<file path="src/rtl/sitdt_pkg.sv">
// Package for the signed integer to decimal text block.
// Holds the value width, the BCD digit count, the ASCII codes and the sequencer state type.
// Depends on nothing.
`default_nettype none

package sitdt_pkg;

  localparam int VALUE_WIDTH = 64;
  // Enough BCD digits for a magnitude of up to 2^(VALUE_WIDTH-1).
  localparam int NUM_DIGITS  = (VALUE_WIDTH * 3) / 10 + 1;
  localparam int BCD_WIDTH   = NUM_DIGITS * 4;
  localparam int BIT_CNT_W   = $clog2(VALUE_WIDTH + 1);
  localparam int DIG_CNT_W   = $clog2(NUM_DIGITS + 1);

  localparam logic [7:0] CH_ZERO    = 8'd48;
  localparam logic [7:0] CH_MINUS   = 8'd45;
  localparam logic [7:0] CH_NEWLINE = 8'd10;
  localparam logic [3:0] BCD_MAX    = 4'd9;

  typedef enum logic [5:0] {
    S_IDLE    = 6'b000001,
    S_CONV    = 6'b000010,
    S_SKIP    = 6'b000100,
    S_SIGN    = 6'b001000,
    S_DIGIT   = 6'b010000,
    S_NEWLINE = 6'b100000
  } state_t;

endpackage

`default_nettype wire

</file>
<file path="src/rtl/signed_int_to_decimal_text_top.sv">
// Top level of the signed integer to decimal text block: bit-serial double dabble
// converter and a byte sequencer with a registered output word.
// Depends on sitdt_pkg.
//
// Usage:
//   The input channel (in_valid/in_ready) takes one word: a two's-complement value
//   and an end_line flag. The output channel (out_valid/out_ready) gives the text as
//   a run of byte words: '-' for a negative value, the decimal digits most
//   significant first without leading zeros, then newline 10 when end_line is set.
//   The final word of a run has last set.
//   Only the low VALUE_WIDTH bits of value are used, bit VALUE_WIDTH-1 as sign.
//   Timing: the magnitude is shifted into a BCD register one bit per cycle, and
//   leading zero digits are then dropped one per cycle. The bytes go out at one
//   per cycle while the receiver keeps out_ready high; in_ready is high only
//   between values.
//   When the receiver stalls, the output word holds and the sequencer waits.
//   Reset (rst, synchronous) returns the sequencer to idle and drops out_valid.
`default_nettype none

module signed_int_to_decimal_text_top
  import sitdt_pkg::*;
(
  input  wire logic        clk,
  input  wire logic        rst,
  input  wire logic        in_valid,
  output logic             in_ready,
  input  wire logic [63:0] value,
  input  wire logic        end_line,
  output logic             out_valid,
  input  wire logic        out_ready,
  output logic [7:0]       text_byte,
  output logic             last
);

  state_t                   state, state_next;
  logic [VALUE_WIDTH-1:0]   mag, mag_next;
  logic [BCD_WIDTH-1:0]     bcd, bcd_next;
  logic [BIT_CNT_W-1:0]     bit_cnt, bit_cnt_next;
  logic [DIG_CNT_W-1:0]     dig_cnt, dig_cnt_next;
  logic                     neg, neg_next;
  logic                     nl, nl_next;
  logic                     out_valid_next;
  logic [7:0]               text_byte_next;
  logic                     last_next;

  logic                     in_fire;
  logic                     slot_free;
  logic [VALUE_WIDTH-1:0]   v_in;
  logic [3:0]               top_digit;
  logic [BCD_WIDTH-1:0]     bcd_adj;
  logic                     emit;

  // Add 3 to every digit above 4 ahead of the shift (digits are independent).
  function automatic logic [BCD_WIDTH-1:0] dabble(input logic [BCD_WIDTH-1:0] b);
    logic [BCD_WIDTH-1:0] r;
    r = b;
    for (int i = 0; i < NUM_DIGITS; i++) begin
      if (b[i*4 +: 4] > 4'd4) begin
        r[i*4 +: 4] = b[i*4 +: 4] + 4'd3;
      end
    end
    return r;
  endfunction

  assign in_ready  = (state == S_IDLE);
  assign in_fire   = in_valid && in_ready;
  assign slot_free = !out_valid || out_ready;
  assign v_in      = value[VALUE_WIDTH-1:0];
  assign top_digit = bcd[BCD_WIDTH-1 -: 4];
  assign bcd_adj   = dabble(bcd);

  always_comb begin
    state_next     = state;
    mag_next       = mag;
    bcd_next       = bcd;
    bit_cnt_next   = bit_cnt;
    dig_cnt_next   = dig_cnt;
    neg_next       = neg;
    nl_next        = nl;
    text_byte_next = text_byte;
    last_next      = last;
    emit           = 1'b0;

    case (state)
      S_IDLE: begin
        if (in_fire) begin
          neg_next     = v_in[VALUE_WIDTH-1];
          nl_next      = end_line;
          mag_next     = v_in[VALUE_WIDTH-1] ? (~v_in + 1'b1) : v_in;
          bcd_next     = '0;
          bit_cnt_next = BIT_CNT_W'(VALUE_WIDTH);
          state_next   = S_CONV;
        end
      end
      S_CONV: begin
        bcd_next     = {bcd_adj[BCD_WIDTH-2:0], mag[VALUE_WIDTH-1]};
        mag_next     = {mag[VALUE_WIDTH-2:0], 1'b0};
        bit_cnt_next = bit_cnt - 1'b1;
        if (bit_cnt == BIT_CNT_W'(1)) begin
          dig_cnt_next = DIG_CNT_W'(NUM_DIGITS);
          state_next   = S_SKIP;
        end
      end
      S_SKIP: begin
        if (top_digit == 4'd0 && dig_cnt > DIG_CNT_W'(1)) begin
          bcd_next     = {bcd[BCD_WIDTH-5:0], 4'd0};
          dig_cnt_next = dig_cnt - 1'b1;
        end else begin
          state_next = neg ? S_SIGN : S_DIGIT;
        end
      end
      S_SIGN: begin
        if (slot_free) begin
          emit           = 1'b1;
          text_byte_next = CH_MINUS;
          last_next      = 1'b0;
          state_next     = S_DIGIT;
        end
      end
      S_DIGIT: begin
        if (slot_free) begin
          emit           = 1'b1;
          text_byte_next = CH_ZERO + {4'd0, (top_digit > BCD_MAX) ? BCD_MAX : top_digit};
          last_next      = (dig_cnt == DIG_CNT_W'(1)) && !nl;
          bcd_next       = {bcd[BCD_WIDTH-5:0], 4'd0};
          dig_cnt_next   = dig_cnt - 1'b1;
          if (dig_cnt == DIG_CNT_W'(1)) begin
            state_next = nl ? S_NEWLINE : S_IDLE;
          end
        end
      end
      S_NEWLINE: begin
        if (slot_free) begin
          emit           = 1'b1;
          text_byte_next = CH_NEWLINE;
          last_next      = 1'b1;
          state_next     = S_IDLE;
        end
      end
      default: begin
        state_next = S_IDLE;
      end
    endcase

    if (emit) begin
      out_valid_next = 1'b1;
    end else if (out_ready) begin
      out_valid_next = 1'b0;
    end else begin
      out_valid_next = out_valid;
    end
  end

  always_ff @(posedge clk) begin
    if (rst) begin
      state     <= S_IDLE;
      out_valid <= 1'b0;
      bit_cnt   <= '0;
      dig_cnt   <= '0;
    end else begin
      state     <= state_next;
      out_valid <= out_valid_next;
      bit_cnt   <= bit_cnt_next;
      dig_cnt   <= dig_cnt_next;
    end
  end

  always_ff @(posedge clk) begin
    mag       <= mag_next;
    bcd       <= bcd_next;
    neg       <= neg_next;
    nl        <= nl_next;
    text_byte <= text_byte_next;
    last      <= last_next;
  end

  // The conversion hands over to digit trimming after its last bit.
  a_conv_end: assert property (@(posedge clk) disable iff (rst)
    (state == S_CONV && bit_cnt == BIT_CNT_W'(1)) |=> (state == S_SKIP))
    else $error("conversion did not hand over to digit trimming");

  // A digit is only sent while at least one digit remains.
  a_digit_count: assert property (@(posedge clk) disable iff (rst)
    (state == S_DIGIT) |-> (dig_cnt != '0))
    else $error("digit state entered with no digits left");

  // The word marked last closes the run and frees the input side.
  a_last_idle: assert property (@(posedge clk) disable iff (rst)
    (emit && last_next) |=> (state == S_IDLE && out_valid && last))
    else $error("final word did not return the sequencer to idle");

  // An accepted value starts a full-length conversion on the next cycle.
  a_accept_conv: assert property (@(posedge clk) disable iff (rst)
    in_fire |=> (state == S_CONV && bit_cnt == BIT_CNT_W'(VALUE_WIDTH)))
    else $error("accepted value did not start conversion");

endmodule

`default_nettype wire

</file>
<file path="config.mk">
export PLATFORM = sky130hd
export DESIGN_NAME = signed_int_to_decimal_text_top
export DESIGN_NICKNAME = d
export VERILOG_FILES = /design/src/rtl/sitdt_pkg.sv /design/src/rtl/signed_int_to_decimal_text_top.sv
export SDC_FILE = /design/constraint.sdc
export NUM_CORES = 1
export LEC_CHECK = 0
export ABC_AREA = 1
export BUFFER_PORTS_ARGS = -buffer_cell sky130_fd_sc_hd__buf_2
export CORE_MARGIN = 2
export CORE_UTILIZATION = 35
export CTS_CLUSTER_DIAMETER = 50
export DETAILED_ROUTE_END_ITERATION = 12
export PLACE_DENSITY_LB_ADDON = 0.15
export REMOVE_ABC_BUFFERS = 1
export SKIP_LAST_GASP = 1
export SYNTH_ARGS = -nofsm -noshare
export SYNTH_HDL_FRONTEND = slang
export SYNTH_SLANG_ARGS = --single-unit
</file>
<file path="constraint.sdc">
create_clock -name clk -period 3.5 [get_ports clk]
set_input_delay 0.525 -clock clk [delete_from_list [all_inputs] [get_ports clk]]
set_output_delay 0.525 -clock clk [all_outputs]
set_load 0.03 [all_outputs]
</file>
==> flow_summary.ini <==
[yosys]
synth.most_common_cell = nand2_1
ys_top_cells_by_count = 339 x nand2_1, 172 x nor2_1, 170 x inv_1
ys_ff_latch = 172
syn_area_per_cell_um2 = 8.24
synthCells = 1393
ys_seq_area_share_pct = 43.3
synth_area_leaders = edfxtp_1 40%, nand2_1 11%, nor2_1 5.6%
synth_top_area_share_pct = 40.0
yosysUniqueCellTypes = 48
synth_edf_count = 153
ys.warnings.count = 0
synth_largest_area_cell = edfxtp_1
synthArstFlopShare_pct = 0
synth.cell_area_mm2 = 0.0115
synth_ff_type = edfxtp_1

[die]
start_util_pct = 35.4
die_h_um = 185
die-area_mm2 = 0.0343
dieWidth_um = 185
io_pins = 80
core_mm2 = 0.0325
rows = 66

[sta]
fin_tns_setup_ns = 0
min_period_over_period_pct = 72.9
max_freq_mhz = 392
final.setup_skew_ns = 0.0135
rsz0062_at_grt = false
relSlewSlack_pct = 51.6
maxSlewViolCount = 0
min_period_ns = 2.55
post-route-worst-setup-slack_ns = 0.949
finalHoldViolCount = 0
tightest_slew_ns = 0.719
setup_violations = 0

[critical_path]
endpoint_kind = register
timing.rr.end = bcd[32]
cp.required_ns = 3.66
crit_start = state[5]
r2r_cells = 9
worstSetupStartpointType = register
critPathKind = register to register
reg2reg_setup_slack_ns = 0.95
critPathMaxFanout = 39
worstReg2RegStart = state[5]
crit_end = bcd[32]
cp_data_arrival_time_ns = 2.71

[clock_tree]
path_clk_slew_ns = 0.07
cts_tree = yes
cts_sinks = 172
clockBufferDepth = 2
cts-buffers-inserted = 17
post_cts_buffers = 0
worstSkewPairLatency_ns = 0.44
cts-root-buf = clkbuf_16
cts_resized = 0
h-tree-depth = 4
ctsHoldBuffers = 0

[drt]
avgViaCountPerCell = 4.91
wl_um = 29400
post-route-drc-count = 0
firstDrtPassIters = 5
route.vias.total = 9412
routedWlPerCell_um = 15.4
postRouteAntennaNets = 0
drtIter0Drc = 700

[hold_path]
min_path_type = input pin to register

[global_route]
grt_pass1_wl_um = 47400
antenna_found_initial = 0
gr-total-overflow = 0
grt_start_max_net_pins = 65
gr-usage-all-layers_pct = 17.7
grt_pass1_vias = 9005

[place]
io_buffers = 77
place_congestion = 0.910
dp_hpwl_um = 21500
dp.cells = 1883
dp_slack_ns = 0.922

[outcome]
status = finished clean

[final_layout]
area_delta_synth_final_pct = 12.8
stdcell_count = 1915
diodes = 0
nNetsFinal = 1555
drive_gt1_share_pct = 16.2

[power]
max-vdd-ir-drop_v = 0.000412
pwr_density_cell_mw_per_mm2 = 759
leakage_nw = 5.22

[flow_run]
max_cap_viol_count = 0
-- layout by cell type, fill, tap and decap left out, types with 4 or more instances in the layout --
master       n
xor2_1      39
xnor2_1     10
buf_4        7
nand4_1     30
a32o_1       4
inv_2       10
nand2_2      4
clkinv_4     6
nand3_2      4
o21ai_0    115
ha_1        26
nor2_2       7
nor2_1     172
clkbuf_16   17
inv_1      169
o22ai_2     38
buf_2       77
nand2_1    339
buf_12       5
nand3_1     97
o21ai_2     17
a21oi_1     19
o32ai_2     19
nand3b_1     7
nor2_4       9
o31ai_1      4
edfxtp_1   153
dfxtp_1     19
nor3_1       4
o21ai_1      9
-- metrics by stage --
stage	utilization, %	hold WS (ns)	power [W]	area (um^2)
after floorplan	-	0.435	0.00665	11200
after global placement	38.0	0.448	0.00786	12300
after detailed placement	38.0	0.459	0.00789	12300
after CTS	39.9	0.245	0.00997	12900
after global routing	39.9	0.246	0.0106	12900
final	39.9	0.272	0.00983	12900
-- report_power, final --
| group | switching [W] | internal [W] | total, W |
|---|---|---|---|
| clock | 0.000891 | 0.00114 | 0.00203 |
| combinational | 0.00268 | 0.00115 | 0.00383 |
| sequential | 0.000447 | 0.00352 | 0.00397 |
-- how the worst min path moves through the flow --
| stage | start | endpoint | slack [ns] | cells past startpoint |
|---|---|---|---|---|
| final | end_line | nl | 0.27 | 1 |
| after global routing | end_line | nl | 0.25 | 1 |
| after CTS | end_line | nl | 0.24 | 1 |
| after detailed placement | dig_cnt[2] | dig_cnt[2] | 0.46 | 2 |
| after global placement | dig_cnt[2] | dig_cnt[2] | 0.45 | 2 |
| after floorplan | dig_cnt[1] | dig_cnt[1] | 0.43 | 2 |
-- critical path, cell delays in order, from the launching register on --
cell	delay, ns
dfxtp_1	0.45
nor2_4	0.09
nand2_1	0.11
nor2_4	0.05
inv_2	0.07
nand2_4	0.10
clkinv_2	0.08
buf_4	0.47
buf_4	0.65
o32ai_2	0.16
-- flip-flops by register name, indices dropped and copies added (netlist names) --
register	count
bit_cnt	7
dig_cnt	5
bcd	80
text_byte	6
last	1
nl	1
out_valid	1
neg	1
state	6
mag	64
-- kinds of logic after synthesis --
family	after synthesis	synth area share, %
buf+inv	224	8.22
simple gates	683	25.9
compound gates	238	15.9
flops	172	43.3
fa+ha+maj	26	2.83
xor+xnor	49	3.74
other cells	1	0.0327
-- layout make-up --
| cell class | count | area (um^2) |
|---|---|---|
| clock inverters | 14 | 186 |
| well taps | 442 | 553 |
| clock buffers | 18 | 429 |
| fillers | 3333 | 19500 |
| inverters | 182 | 687 |
| flip-flops and latches | 172 | 4970 |
| multi-input cells | 998 | 5580 |
| repair buffers | 89 | 538 |
-- layer usage --
layer	part of all wire (%)	up-vias	wire, um	track usage [%]
met1	47	4343	13900	23.6
met5	0	-	0	0
li1	-	4827	-	-
met4	1.6	0	482	5.37
met2	47	214	13900	29.6
met3	4.0	28	1170	2.93
Power figures use the tool's default switching activity.
